### config.mk
export PLATFORM = sky130hd
export DESIGN_NAME = gyro_motion_axis_selector_core
export DESIGN_NICKNAME = d
export VERILOG_FILES = /design/src/rtl/core/gmas_pkg.sv /design/src/rtl/core/gmas_fifo.sv /design/src/rtl/core/gmas_front.sv /design/src/rtl/core/gmas_back.sv /design/src/rtl/core/gyro_motion_axis_selector_core.sv
export SDC_FILE = /design/constraint.sdc
export NUM_CORES = 2
export LEC_CHECK = 0
export BUFFER_PORTS_ARGS = -buffer_cell sky130_fd_sc_hd__buf_2
export CAP_MARGIN = 10
export CORE_MARGIN = 10
export CORE_UTILIZATION = 53
export CTS_CLUSTER_SIZE = 8
export DETAILED_ROUTE_END_ITERATION = 12
export PLACE_DENSITY = 0.7
export SYNTH_ARGS = -nofsm -noshare
export SYNTH_HDL_FRONTEND = slang
export SYNTH_SLANG_ARGS = --single-unit
### constraint.sdc
create_clock -name clk -period 10.06 [get_ports clk]
set_input_delay 1.006 -clock clk [delete_from_list [all_inputs] [get_ports clk]]
set_output_delay 1.006 -clock clk [all_outputs]
set_load 0.1 [all_outputs]
### src/rtl/core/gmas_pkg.sv
// Shared types and constants of the gyro motion axis selector.
// Used by every module under rtl/core but gmas_fifo; depends on nothing else.
package gmas_pkg;

  // Configuration port geometry.
  localparam int CFG_ADDR_W = 3;
  localparam int CFG_DATA_W = 15;

  // Configuration register indexes.
  localparam logic [CFG_ADDR_W-1:0] REG_MOTION_THRESHOLD = 3'd0;
  localparam logic [CFG_ADDR_W-1:0] REG_SIGN_LOCK_LEVEL  = 3'd1;
  localparam logic [CFG_ADDR_W-1:0] REG_MIN_PEAK_LEVEL   = 3'd2;
  localparam logic [CFG_ADDR_W-1:0] REG_DOMINANCE_RATIO  = 3'd3;
  localparam logic [CFG_ADDR_W-1:0] REG_SIGN_SUM_MINIMUM = 3'd4;
  localparam logic [CFG_ADDR_W-1:0] REG_AXIS_USED_MASK   = 3'd5;

  // Selection status codes.
  localparam logic [2:0] ST_OK        = 3'd0;
  localparam logic [2:0] ST_PEAK_LOW  = 3'd1;
  localparam logic [2:0] ST_AMBIGUOUS = 3'd2;
  localparam logic [2:0] ST_CLAIMED   = 3'd3;
  localparam logic [2:0] ST_SIGN_WEAK = 3'd4;

  // Direction lock codes.
  localparam logic [1:0] LOCK_NONE = 2'd0;
  localparam logic [1:0] LOCK_POS  = 2'd1;
  localparam logic [1:0] LOCK_NEG  = 2'd2;

  // Queue depths; the result queue covers the back-end pipeline in flight.
  localparam int MQ_DEPTH = 4;
  localparam int OQ_DEPTH = 8;
  localparam int OQ_CNT_W = $clog2(OQ_DEPTH) + 1;

  typedef struct packed {
    logic [14:0] motion_threshold;
    logic [14:0] sign_lock_level;
    logic [14:0] min_peak_level;
    logic [9:0]  dominance_ratio;
    logic [14:0] sign_sum_minimum;
    logic [2:0]  axis_used_mask;
  } cfg_t;

  // One classified sample as it waits between front and back end.
  typedef struct packed {
    logic             clear_first;
    logic             accumulate;
    logic             motion_active;
    logic [2:0]       lock_hit;
    logic [2:0][15:0] rate;
    logic [2:0][15:0] mag;
  } item_t;

  typedef struct packed {
    logic       motion_active;
    logic [2:0] status;
    logic [1:0] axis;
    logic       negative;
  } result_t;

endpackage

### src/rtl/core/gmas_fifo.sv
// Small first-in first-out queue of flip-flops with count, full and empty.
// Used between the front and back end and for the result words; no package.
module gmas_fifo #(
  parameter int WIDTH = 8,
  parameter int DEPTH = 4
) (
  input  logic                       clk,
  input  logic                       rst_n,
  input  logic                       push,
  input  logic [WIDTH-1:0]           wdata,
  input  logic                       pop,
  output logic [WIDTH-1:0]           rdata,
  output logic                       full,
  output logic                       empty,
  output logic [$clog2(DEPTH):0]     count
);

  localparam int AW = $clog2(DEPTH);
  localparam int CW = AW + 1;

  logic [WIDTH-1:0] mem_r [DEPTH];
  logic [AW-1:0]    wr_ptr_r, wr_ptr_nxt;
  logic [AW-1:0]    rd_ptr_r, rd_ptr_nxt;
  logic [CW-1:0]    count_r, count_nxt;

  // Pointer and occupancy update.
  always_comb begin
    wr_ptr_nxt = push ? wr_ptr_r + AW'(1) : wr_ptr_r;
    rd_ptr_nxt = pop ? rd_ptr_r + AW'(1) : rd_ptr_r;
    count_nxt  = count_r + CW'(push) - CW'(pop);
  end

  always_ff @(posedge clk) begin
    if (!rst_n) begin
      wr_ptr_r <= '0;
      rd_ptr_r <= '0;
      count_r  <= '0;
    end else begin
      wr_ptr_r <= wr_ptr_nxt;
      rd_ptr_r <= rd_ptr_nxt;
      count_r  <= count_nxt;
    end
  end

  // Storage holds payload only, so it needs no reset.
  always_ff @(posedge clk) begin
    if (push) begin
      mem_r[wr_ptr_r] <= wdata;
    end
  end

  assign rdata = mem_r[rd_ptr_r];
  assign full  = (count_r == CW'(DEPTH));
  assign empty = (count_r == '0);
  assign count = count_r;

`ifndef SYNTHESIS
  a_no_overflow: assert property (@(posedge clk) disable iff (!rst_n) !(push && full))
    else $error("queue written while full");
  a_no_underflow: assert property (@(posedge clk) disable iff (!rst_n) !(pop && empty))
    else $error("queue read while empty");
  a_count_bound: assert property (@(posedge clk) disable iff (!rst_n)
      count_r <= CW'(DEPTH))
    else $error("queue count beyond depth");
`endif

endmodule

### src/rtl/core/gmas_front.sv
// Front end: takes the magnitude of each axis and classifies the sample.
// Depends on gmas_pkg for the configuration and queue word types.
module gmas_front (
  input  gmas_pkg::cfg_t         cfg,
  input  logic                   clear_first,
  input  logic                   accumulate,
  input  logic signed [15:0]     rate_x,
  input  logic signed [15:0]     rate_y,
  input  logic signed [15:0]     rate_z,
  output gmas_pkg::item_t        item
);

  import gmas_pkg::*;

  logic [2:0][15:0] rate;
  logic [2:0][15:0] mag;
  logic [2:0]       over_thr;
  logic [2:0]       lock_hit;

  assign rate[0] = rate_x;
  assign rate[1] = rate_y;
  assign rate[2] = rate_z;

  // Magnitude per axis; the most negative rate maps to 32768 without loss.
  always_comb begin
    for (int i = 0; i < 3; i++) begin
      mag[i]      = rate[i][15] ? (~rate[i] + 16'd1) : rate[i];
      over_thr[i] = mag[i] > {1'b0, cfg.motion_threshold};
      lock_hit[i] = mag[i] >= {1'b0, cfg.sign_lock_level};
    end
  end

  // Pack the classified word for the queue.
  always_comb begin
    item.clear_first   = clear_first;
    item.accumulate    = accumulate;
    item.motion_active = |over_thr;
    item.lock_hit      = lock_hit;
    item.rate          = rate;
    item.mag           = mag;
  end

endmodule

### src/rtl/core/gmas_back.sv
// Back end: per-axis accumulators and the pipelined axis selection.
// Depends on gmas_pkg; issues a word only when the result queue has room.
module gmas_back #(
  parameter int SUM_WIDTH = 32
) (
  input  logic                              clk,
  input  logic                              rst_n,
  input  gmas_pkg::cfg_t                    cfg,
  input  logic                              mq_empty,
  input  gmas_pkg::item_t                   mq_item,
  output logic                              mq_pop,
  input  logic [gmas_pkg::OQ_CNT_W-1:0]     oq_count,
  output logic                              oq_push,
  output gmas_pkg::result_t                 oq_res
);

  import gmas_pkg::*;

  localparam int W  = SUM_WIDTH;
  localparam int PW = SUM_WIDTH + 10;
  localparam logic [W-1:0] SGN_MAX = {1'b0, {(W-1){1'b1}}};
  localparam logic [W-1:0] SGN_MIN = {1'b1, {(W-1){1'b0}}};

  // Accumulator state.
  logic [15:0]  peak_r [3];
  logic [15:0]  peak_nxt [3];
  logic [W-1:0] abs_r [3];
  logic [W-1:0] abs_nxt [3];
  logic [W-1:0] sgn_r [3];
  logic [W-1:0] sgn_nxt [3];
  logic [1:0]   lock_r [3];
  logic [1:0]   lock_nxt [3];

  logic [15:0]  base_peak [3];
  logic [W-1:0] base_abs [3];
  logic [W-1:0] base_sgn [3];
  logic [1:0]   base_lock [3];
  logic [W:0]   abs_sum [3];
  logic [W:0]   sgn_sum [3];

  logic [OQ_CNT_W:0] pending;
  logic              issue;

  // Pipeline valids and stage registers.
  logic         v1_r, v2_r, v3_r;
  logic         s1_motion_r;

  logic         gt01, gt2b, gt2s;
  logic [W-1:0] b01, s01;
  logic [1:0]   ax01;
  logic [W-1:0] best_c, second_c;
  logic [1:0]   ax_c;

  logic         s2_motion_r;
  logic [1:0]   s2_axis_r;
  logic [W-1:0] s2_best_r, s2_second_r;
  logic [15:0]  s2_peak_r;
  logic [1:0]   s2_lock_r;
  logic [W-1:0] s2_sgn_r;

  logic [W-1:0] sgn_mag;
  logic [PW-1:0] prod_c;

  logic          s3_motion_r;
  logic [1:0]    s3_axis_r;
  logic [PW-1:0] s3_scaled_r, s3_prod_r;
  logic          s3_second_nz_r, s3_peak_low_r, s3_claimed_r;
  logic [1:0]    s3_lock_r;
  logic          s3_sgn_neg_r, s3_sgn_weak_r;

  logic          ambiguous;

  // Issue only if every word in flight is sure of a place in the result queue.
  assign pending = {1'b0, oq_count} + (OQ_CNT_W+1)'(v1_r) + (OQ_CNT_W+1)'(v2_r)
                   + (OQ_CNT_W+1)'(v3_r);
  assign issue   = !mq_empty && (pending < (OQ_CNT_W+1)'(OQ_DEPTH));
  assign mq_pop  = issue;

  // Stage 1: optional clear, then saturating accumulation and direction lock.
  always_comb begin
    for (int i = 0; i < 3; i++) begin
      base_peak[i] = mq_item.clear_first ? '0 : peak_r[i];
      base_abs[i]  = mq_item.clear_first ? '0 : abs_r[i];
      base_sgn[i]  = mq_item.clear_first ? '0 : sgn_r[i];
      base_lock[i] = mq_item.clear_first ? LOCK_NONE : lock_r[i];
      abs_sum[i]   = {1'b0, base_abs[i]} + {{(W-15){1'b0}}, mq_item.mag[i]};
      sgn_sum[i]   = {base_sgn[i][W-1], base_sgn[i]}
                     + {{(W-15){mq_item.rate[i][15]}}, mq_item.rate[i]};
      peak_nxt[i]  = base_peak[i];
      abs_nxt[i]   = base_abs[i];
      sgn_nxt[i]   = base_sgn[i];
      lock_nxt[i]  = base_lock[i];
      if (mq_item.accumulate) begin
        if (mq_item.mag[i] > base_peak[i]) begin
          peak_nxt[i] = mq_item.mag[i];
        end
        abs_nxt[i] = abs_sum[i][W] ? '1 : abs_sum[i][W-1:0];
        if (sgn_sum[i][W] != sgn_sum[i][W-1]) begin
          sgn_nxt[i] = sgn_sum[i][W] ? SGN_MIN : SGN_MAX;
        end else begin
          sgn_nxt[i] = sgn_sum[i][W-1:0];
        end
        if (base_lock[i] == LOCK_NONE && mq_item.lock_hit[i]) begin
          lock_nxt[i] = mq_item.rate[i][15] ? LOCK_NEG : LOCK_POS;
        end
      end
    end
  end

  always_ff @(posedge clk) begin
    if (!rst_n) begin
      for (int i = 0; i < 3; i++) begin
        peak_r[i] <= '0;
        abs_r[i]  <= '0;
        sgn_r[i]  <= '0;
        lock_r[i] <= LOCK_NONE;
      end
    end else if (issue) begin
      for (int i = 0; i < 3; i++) begin
        peak_r[i] <= peak_nxt[i];
        abs_r[i]  <= abs_nxt[i];
        sgn_r[i]  <= sgn_nxt[i];
        lock_r[i] <= lock_nxt[i];
      end
    end
  end

  // Stage 2: rank the absolute sums; the earliest axis wins a tie.
  always_comb begin
    gt01 = abs_r[1] > abs_r[0];
    b01  = gt01 ? abs_r[1] : abs_r[0];
    s01  = gt01 ? abs_r[0] : abs_r[1];
    ax01 = gt01 ? 2'd1 : 2'd0;
    gt2b = abs_r[2] > b01;
    gt2s = abs_r[2] > s01;
    if (gt2b) begin
      best_c   = abs_r[2];
      second_c = b01;
      ax_c     = 2'd2;
    end else begin
      best_c   = b01;
      second_c = gt2s ? abs_r[2] : s01;
      ax_c     = ax01;
    end
  end

  always_ff @(posedge clk) begin
    s1_motion_r <= mq_item.motion_active;
    s2_motion_r <= s1_motion_r;
    s2_axis_r   <= ax_c;
    s2_best_r   <= best_c;
    s2_second_r <= second_c;
    s2_peak_r   <= (ax_c == 2'd2) ? peak_r[2] : (ax_c == 2'd1) ? peak_r[1] : peak_r[0];
    s2_lock_r   <= (ax_c == 2'd2) ? lock_r[2] : (ax_c == 2'd1) ? lock_r[1] : lock_r[0];
    s2_sgn_r    <= (ax_c == 2'd2) ? sgn_r[2] : (ax_c == 2'd1) ? sgn_r[1] : sgn_r[0];
  end

  // Stage 3: runner-up times ratio, plus the independent checks.
  assign prod_c  = {10'd0, s2_second_r} * {{W{1'b0}}, cfg.dominance_ratio};
  assign sgn_mag = s2_sgn_r[W-1] ? (~s2_sgn_r + W'(1)) : s2_sgn_r;

  always_ff @(posedge clk) begin
    s3_motion_r    <= s2_motion_r;
    s3_axis_r      <= s2_axis_r;
    s3_scaled_r    <= {2'b00, s2_best_r, 8'd0};
    s3_prod_r      <= prod_c;
    s3_second_nz_r <= (s2_second_r != '0);
    s3_peak_low_r  <= s2_peak_r < {1'b0, cfg.min_peak_level};
    s3_claimed_r   <= (s2_axis_r == 2'd2) ? cfg.axis_used_mask[2] :
                      (s2_axis_r == 2'd1) ? cfg.axis_used_mask[1] : cfg.axis_used_mask[0];
    s3_lock_r      <= s2_lock_r;
    s3_sgn_neg_r   <= s2_sgn_r[W-1];
    s3_sgn_weak_r  <= sgn_mag < {{(W-15){1'b0}}, cfg.sign_sum_minimum};
  end

  // Stage 4: status priority and the result word.
  assign ambiguous = s3_second_nz_r && (s3_scaled_r < s3_prod_r);

  always_comb begin
    oq_res.motion_active = s3_motion_r;
    oq_res.status        = ST_OK;
    oq_res.axis          = 2'd0;
    oq_res.negative      = 1'b0;
    if (s3_peak_low_r) begin
      oq_res.status = ST_PEAK_LOW;
    end else if (ambiguous) begin
      oq_res.status = ST_AMBIGUOUS;
    end else if (s3_claimed_r) begin
      oq_res.status = ST_CLAIMED;
    end else if (s3_lock_r != LOCK_NONE) begin
      oq_res.axis     = s3_axis_r;
      oq_res.negative = (s3_lock_r == LOCK_NEG);
    end else if (s3_sgn_weak_r) begin
      oq_res.status = ST_SIGN_WEAK;
    end else begin
      oq_res.axis     = s3_axis_r;
      oq_res.negative = s3_sgn_neg_r;
    end
  end

  always_ff @(posedge clk) begin
    if (!rst_n) begin
      v1_r <= 1'b0;
      v2_r <= 1'b0;
      v3_r <= 1'b0;
    end else begin
      v1_r <= issue;
      v2_r <= v1_r;
      v3_r <= v2_r;
    end
  end

  assign oq_push = v3_r;

`ifndef SYNTHESIS
  a_room_on_push: assert property (@(posedge clk) disable iff (!rst_n)
      v3_r |-> (oq_count < OQ_CNT_W'(OQ_DEPTH)))
    else $error("result word arrives with the result queue full");
  a_winner_range: assert property (@(posedge clk) disable iff (!rst_n)
      v2_r |-> (s2_axis_r != 2'd3))
    else $error("winning axis out of range");
  a_state_holds: assert property (@(posedge clk) disable iff (!rst_n)
      !issue |=> ($stable(abs_r[0]) && $stable(sgn_r[1]) && $stable(lock_r[2])))
    else $error("accumulator changed without an issued word");
  a_issue_flows: assert property (@(posedge clk) disable iff (!rst_n)
      issue |=> ##2 v3_r)
    else $error("issued word lost in the selection pipeline");
`endif

endmodule

### src/rtl/core/gyro_motion_axis_selector_core.sv
// Top level of the gyro motion axis selector: configuration registers and queues.
// Depends on gmas_pkg, gmas_front, gmas_fifo and gmas_back.
//
// Usage:
//   Input channel: drive in_clear_first, in_accumulate and in_rate_x/y/z with
//   in_push; a word is taken at a clock edge where in_push is high and in_full
//   is low. Rates are signed, 1/16 dps per LSB.
//   Result channel: while out_empty is low the oldest result word sits on the
//   out_ ports; it is taken at an edge where out_pop is high.
//   Configuration: cfg_we with cfg_index and cfg_wdata writes one register at
//   that edge; indexes above five are ignored. Write only while idle.
// Timing:
//   One word per cycle is sustained while the receiver keeps taking results. A word
//   passes the accumulator update, the sum ranking stage and the ratio multiply
//   stage in the back end on its way to the result ports.
//   If the receiver stalls, the 8-entry result queue and the 4-entry input
//   queue fill, and in_full rises; nothing is dropped.
// Reset (rst_n low, synchronous): queues empty, accumulators and direction
//   locks zero, registers return to their default values.
module gyro_motion_axis_selector_core #(
  parameter int SUM_WIDTH = 32
) (
  input  logic                              clk,
  input  logic                              rst_n,
  input  logic                              in_push,
  output logic                              in_full,
  input  logic                              in_clear_first,
  input  logic                              in_accumulate,
  input  logic signed [15:0]                in_rate_x,
  input  logic signed [15:0]                in_rate_y,
  input  logic signed [15:0]                in_rate_z,
  output logic                              out_empty,
  input  logic                              out_pop,
  output logic                              out_motion_active,
  output logic [2:0]                        out_select_status,
  output logic [1:0]                        out_selected_axis,
  output logic                              out_selected_negative,
  input  logic                              cfg_we,
  input  logic [gmas_pkg::CFG_ADDR_W-1:0]   cfg_index,
  input  logic [gmas_pkg::CFG_DATA_W-1:0]   cfg_wdata
);

  import gmas_pkg::*;

  localparam int MQ_CNT_W = $clog2(MQ_DEPTH) + 1;

  cfg_t    cfg_r;
  item_t   front_item, mq_item;
  result_t oq_res_in, oq_res_out;

  logic                mq_push, mq_pop, mq_full, mq_empty;
  logic [MQ_CNT_W-1:0] mq_count;
  logic                oq_push, oq_pop, oq_full;
  logic [OQ_CNT_W-1:0] oq_count;

  // Configuration registers.
  always_ff @(posedge clk) begin
    if (!rst_n) begin
      cfg_r.motion_threshold <= 15'd192;
      cfg_r.sign_lock_level  <= 15'd400;
      cfg_r.min_peak_level   <= 15'd320;
      cfg_r.dominance_ratio  <= 10'd307;
      cfg_r.sign_sum_minimum <= 15'd400;
      cfg_r.axis_used_mask   <= 3'd0;
    end else if (cfg_we) begin
      case (cfg_index)
        REG_MOTION_THRESHOLD: cfg_r.motion_threshold <= cfg_wdata;
        REG_SIGN_LOCK_LEVEL:  cfg_r.sign_lock_level  <= cfg_wdata;
        REG_MIN_PEAK_LEVEL:   cfg_r.min_peak_level   <= cfg_wdata;
        REG_DOMINANCE_RATIO:  cfg_r.dominance_ratio  <= cfg_wdata[9:0];
        REG_SIGN_SUM_MINIMUM: cfg_r.sign_sum_minimum <= cfg_wdata;
        REG_AXIS_USED_MASK:   cfg_r.axis_used_mask   <= cfg_wdata[2:0];
        default: ;
      endcase
    end
  end

  // Front end classifies the incoming word.
  gmas_front u_front (
    .cfg         (cfg_r),
    .clear_first (in_clear_first),
    .accumulate  (in_accumulate),
    .rate_x      (in_rate_x),
    .rate_y      (in_rate_y),
    .rate_z      (in_rate_z),
    .item        (front_item)
  );

  // Queue between front and back end.
  assign mq_push = in_push && !mq_full;
  assign in_full = mq_full;

  gmas_fifo #(
    .WIDTH ($bits(item_t)),
    .DEPTH (MQ_DEPTH)
  ) u_mid_q (
    .clk   (clk),
    .rst_n (rst_n),
    .push  (mq_push),
    .wdata (front_item),
    .pop   (mq_pop),
    .rdata (mq_item),
    .full  (mq_full),
    .empty (mq_empty),
    .count (mq_count)
  );

  // Back end: accumulators and selection.
  gmas_back #(
    .SUM_WIDTH (SUM_WIDTH)
  ) u_back (
    .clk      (clk),
    .rst_n    (rst_n),
    .cfg      (cfg_r),
    .mq_empty (mq_empty),
    .mq_item  (mq_item),
    .mq_pop   (mq_pop),
    .oq_count (oq_count),
    .oq_push  (oq_push),
    .oq_res   (oq_res_in)
  );

  // Result queue toward the receiver.
  assign oq_pop = out_pop && !out_empty;

  gmas_fifo #(
    .WIDTH ($bits(result_t)),
    .DEPTH (OQ_DEPTH)
  ) u_out_q (
    .clk   (clk),
    .rst_n (rst_n),
    .push  (oq_push),
    .wdata (oq_res_in),
    .pop   (oq_pop),
    .rdata (oq_res_out),
    .full  (oq_full),
    .empty (out_empty),
    .count (oq_count)
  );

  assign out_motion_active     = oq_res_out.motion_active;
  assign out_select_status     = oq_res_out.status;
  assign out_selected_axis     = oq_res_out.axis;
  assign out_selected_negative = oq_res_out.negative;

`ifndef SYNTHESIS
  a_out_never_full: assert property (@(posedge clk) disable iff (!rst_n)
      oq_full |-> !oq_push)
    else $error("result queue full while a result word arrives");
  a_mid_count_full: assert property (@(posedge clk) disable iff (!rst_n)
      mq_full |-> (mq_count == MQ_CNT_W'(MQ_DEPTH)))
    else $error("input queue full flag disagrees with its count");
  a_accept_lands: assert property (@(posedge clk) disable iff (!rst_n)
      mq_push |=> !mq_empty)
    else $error("accepted word missing from the input queue");
`endif

endmodule

# After elaboration in Yosys (flattened, before gate mapping)
# Memories as Yosys holds them, arrays and structs flattened. A register that Yosys moved wholly into a read port is not among the register bits.
# Index checks and enable logic that the tools add are counted.
# totals
output_inout_bits,9
reg_bits,295
memories,6
ramBits,710
wordCells,227
in_bits,73
# op_classes
reduce_logical,25
bitwise,16
mux,95
eq_ne,14
multipliers,1
n_addsub,21
n_lt_le_gt_ge,16
# mem_list
memory,depth,word_bits,rd,rd_clocked_by_memory_dff,write_ports,line_no,rtl
u_mid_q.mem_r,4,102,1,1,1,gmas_fifo.sv:21,logic [WIDTH-1:0] mem_r [DEPTH];
u_back.abs_r,3,32,3,0,3,gmas_back.sv:27,logic [W-1:0] abs_r [3];
u_back.sgn_r,3,32,3,0,3,gmas_back.sv:29,logic [W-1:0] sgn_r [3];
u_out_q.mem_r,8,7,1,1,1,gmas_fifo.sv:21,
u_back.peak_r,3,16,3,0,3,gmas_back.sv:25,logic [15:0] peak_r [3];
u_back.lock_r,3,2,3,0,3,gmas_back.sv:31,logic [1:0] lock_r [3];
# ops
op,n
$mux 32,35
$mux 16,17
$add 32x16->33,6
$gt 32x32->1,3
$add 16x1->16 const B,3
$ge 16x15->1,3
$gt 16x15->1,3
$gt 16x16->1,3
$not 16->16,3
$lt 40x42->1,1
$mul 32x10->42,1
$mux 2,20
$mux 3,12
$add 32x1->32 const B,1
$lt 32x15->1,1
$not 32->32,1
$reduce_bool 32->1,1
$lt 16x15->1,1
$or 1x1->1,12
$reduce_and 2->1,6
$mux 1,11
$add 5x1->5,2
$eq 3x3->1 const B,3
$logic_and 1x1->1,7
19 further kinds,32

# Logic depth before layout (Yosys ltp)
# logic_depth
depth_word,9
ltp_mapped,27

# By module
# A second synthesis with hierarchy kept.
# unflattened
cells_unflattened,6225
hier_area_um2,67709.9
# by_module_without_submodules
mod,seq_area_each_um2,area_each_um2,cells_per_inst,instances
gmas_back,11491.0,43650.6,4798,1
gmas_fifo at u_mid_q,12431.9,15154.5,575,1
gmas_front,0.0,3285.7,431,1
gmas_fifo at u_out_q,1941.9,2815.2,150,1
gyro_motion_axis_selector_core,1461.4,2803.9,271,1

# Worst setup path after synthesis
# OpenSTA, ideal clock, no wires.
# synth_timing
path_type,register to register
from,"register u_out_q.count_r[0], in the netlist u_out_q.count[0]"
to,"memory u_back.abs_r[0][0] in the netlist's numbering, enable pin"
path_slack_ps,1850
path_stages_with_launch,8
synth_period_minus_slack_ps,8210
n_path_buf,0
arrival_ps,7558
cell_sequence,dfxtp_1 fa_1 ha_1 a31o_2 nand3_1 a21oi_1 o32a_1 nand2b_1
# synth_rtl
element,line_no,rtl
from (decl),gmas_fifo.sv:24,"logic [CW-1:0] count_r, count_nxt;"
from (signal assigned),gmas_fifo.sv:41,count_r <= count_nxt;
to (decl),gmas_back.sv:27,

==> results.cfg <==
[synth]
synth_area_um2 = 66100
synth_top_area_share_pct = 31.7
synth.top_cells.by_area = edfxtp_1, ha_1, dfxtp_1
synth-seq-cells = 998
syn_avg_cell_area_um2 = 10.4
synth_ff_type = edfxtp_1
ys_warn_count = 0
synth_nets = 7199
synthCells = 6345
ys_seq_area_share_pct = 40.8
synth-edff-count = 698
yosysTopAreaCell = edfxtp_1
synth.distinct_cells = 102
ys_async_sr_fraction_pct = 0

[sta]
clock_skew_ps = 53.8
fin_crit_sh_pct = 71.6
slew_headroom_pct = 17.1
setup_violations = 0
timing.final.hold_violations = 0
drv_slew = 0
fmax_ghz = 0.139
tightest_slew_ps = 1230
setup_tns_ps = 0
fin_crit_ps = 7200
rsz0062_at_grt = no

[clocking]
clk_pin_slew_ps = 50
cts_tree = done
h-tree-depth = 4
clockBufferDepth = 3
cts.sinks = 998
hold_buffers = 0
clk-insertion-delay-late_ps = 780
ctsResizeCount = 0
root_buffer = clkbuf_16
post-cts-setup-buffers = 0
cts_buffers = 144

[floorplanning]
initial_core_util_pct = 53.4
core_area_um2 = 124000
dieArea_um2 = 139000
die_y_um = 373
ios = 82
die_w_um = 373
num_rows = 129

[run]
maxCapViolCount = 0

[layout]
syn2layout_area_growth_pct = 9.36
layout-drive-gt1-share_pct = 8.86
fin_nets = 7198

[place]
port_buffers = 81
place_hpwl_mm = 134
gp_congestion = 0.940

[worst_hold_path]
holdPathEnd = u_back.s3_lock_r[1]
hold_path_class = reg -> reg
hold_path_depth = 0
hold_start = u_back.s2_lock_r[1]

[detailed_routing]
drt_iter0_markers = 4887
routedWlPerCell_um = 22.8
antenna_violating_nets_post_route = 0
via_per_inst = 6.10
wl_mm = 184
dr.pass1.iters = 6
drc_errors = 0
vias = 49300

[critical_path]
end_kind = register
reg2reg_from = u_back.abs_r[0][17]
reg2reg_depth = 24
crit_arrival_ps = 7870
timing.rr.end = u_back.s2_second_r[30]
setup.worst_path.class = reg -> reg
start_kind = register
r2r_slack_ps = 2860
required_ps = 10730
path_max_fanout = 37

[global_route]
grt_pass1_vias = 48900
grt_overflow = 0
track_usage_pct = 26.0
antenna_found_initial = 5
grt_max_degree = 117
grt_pass1_wl_mm = 286

[status]
outcome = completed
[worst max-delay path by stage]
stage / from / end / slack (ps) / cells after the start
2_1_floorplan: u_out_q.count[0] / u_back.abs_r[0][0] / 1850 / 7
3_3_place_gp: u_back.abs_r[0][17] / u_back.s2_second_r[18] / 3070 / 24
3_5_place_dp: u_back.abs_r[0][17] / u_back.s2_second_r[20] / 3040 / 24
4_1_cts: u_back.abs_r[0][17] / u_back.s2_second_r[30] / 2960 / 24
5_1_grt: u_back.abs_r[0][17] / u_back.s2_second_r[31] / 2400 / 24
6_report: u_back.abs_r[0][17] / u_back.s2_second_r[30] / 2860 / 24
[per-stage QoR]
stage	cell area [um^2]	cells	util (%)	setup slack [ps]	hold WS, ps
final	72300	8081	58.4	2860	318
after global routing	72300	8079	58.4	2400	326
after CTS	72300	8077	58.4	2960	321
after detailed placement	68000	7833	55.0	3040	314
after global placement	68000	7833	55.0	3070	310
after floorplan	66100	6345	-	1850	310
[critical path: stages, from the launching register on]
cell and delay, ps:
edfxtp_1 480, inv_1 90, ha_1 310, a21o_1 160, a21o_1 170, a21oi_1 140, o21ai_0 130, a2111oi_0 440
nor2_1 140, o21ai_4 730, buf_4 590, mux2i_1 290, ha_1 280, a21oi_1 150, nor2b_1 60, o21ai_0 140
a21oi_1 90, a31o_1 230, a211o_1 320, nand2_2 90, clkinv_2 410, mux2i_2 1000, buf_4 390, o22ai_1 140
nor2_1 110
[sequential cells by signal, summed over array words and instances, names as in the netlist, 3 cells and up, named ones only]
name                cells
cfg_r                  73
u_back.lock_r           6
u_back.s3_scaled_r     32
u_back.s3_prod_r       42
u_back.s2_sgn_r        32
u_out_q.mem_r          56
u_mid_q.count           3
u_back.s2_second_r     32
u_out_q.wr_ptr_r        3
u_back.s2_best_r       32
u_back.abs_r           96
u_out_q.rd_ptr_r        3
u_back.s2_peak_r       16
u_back.sgn_r           96
u_back.peak_r          48
u_out_q.count           4
u_mid_q.mem_r         396
[metal layers]
| metal | share of wire (%) | up-vias | track usage, % |
|---|---|---|---|
| li1 | - | 22800 | - |
| met5 | 0.018 | - | 0 |
| met1 | 42 | 24300 | 34.3 |
| met4 | 3.8 | 4 | 10.2 |
| met3 | 7.4 | 416 | 4.53 |
| met2 | 47 | 1830 | 42.3 |
[logic make-up (layout without fill, tap and decap cells)]
group	Yosys count	in the layout	synth area share, %
AOI/OAI and AO/OA	1390	1390	13.5
xor gates and xnor gates	248	248	3.32
muxes	241	241	5.77
other	0	2	0
buffers and inverters	718	815	4.24
DFF	998	998	40.8
adders and majority gates	813	813	18.1
and+or+nand+nor	1937	1937	14.2
[Yosys cell counts, types with 30 or more instances]
cell type	number
a211oi_1	59
a21boi_0	65
a21o_1	142
a21oi_1	404
a22oi_1	31
and2_1	327
buf_1	31
buf_2	30
clkbuf_1	223
dfxtp_1	300
edfxtp_1	698
fa_1	247
ha_1	534
inv_1	421
mux2i_1	119
mux4_2	111
nand2_1	645
nand2b_1	62
nand3_1	116
nand4_1	76
nor2_1	409
nor2b_1	64
nor3_1	78
nor4_1	36
o211ai_1	37
o21a_1	52
o21ai_0	275
o21ai_1	35
o22ai_1	41
o31ai_1	39
xnor2_1	169
xor2_1	76
[placed cells by master, fill, tap and decap left out, types with 25 or more instances in the layout]
master / instances
a211oi_1: 59
a21boi_0: 65
a21o_1: 142
a21oi_1: 403
a22oi_1: 31
and2_1: 323
and3_1: 25
buf_2: 81
buf_4: 66
clkbuf_1: 82
clkbuf_16: 144
dfxtp_1: 298
edfxtp_1: 698
fa_1: 247
ha_1: 534
inv_1: 420
maj3_2: 29
mux2i_1: 116
mux4_2: 111
nand2_1: 643
nand2b_1: 61
nand3_1: 116
nand4_1: 76
nor2_1: 408
nor2b_1: 64
nor3_1: 78
nor4_1: 36
o211ai_1: 37
o21a_1: 51
o21ai_0: 274
o21ai_1: 33
o22ai_1: 41
o31ai_1: 39
xnor2_1: 168
xor2_1: 76
[layout make-up]
cell class	count	area [um^2]
clock buffers	227	3930
multi-input cells	4629	36500
repair buffers	149	926
clock inverters	17	348
diodes	2	5.00
well taps	1637	2050
flip-flops and latches	998	27000
fillers	10300	51500
inverters	422	1590
Power is left out: the tool's default activity adds up to more than one toggle a clock period on the data nets, which glitch-free logic cannot reach.
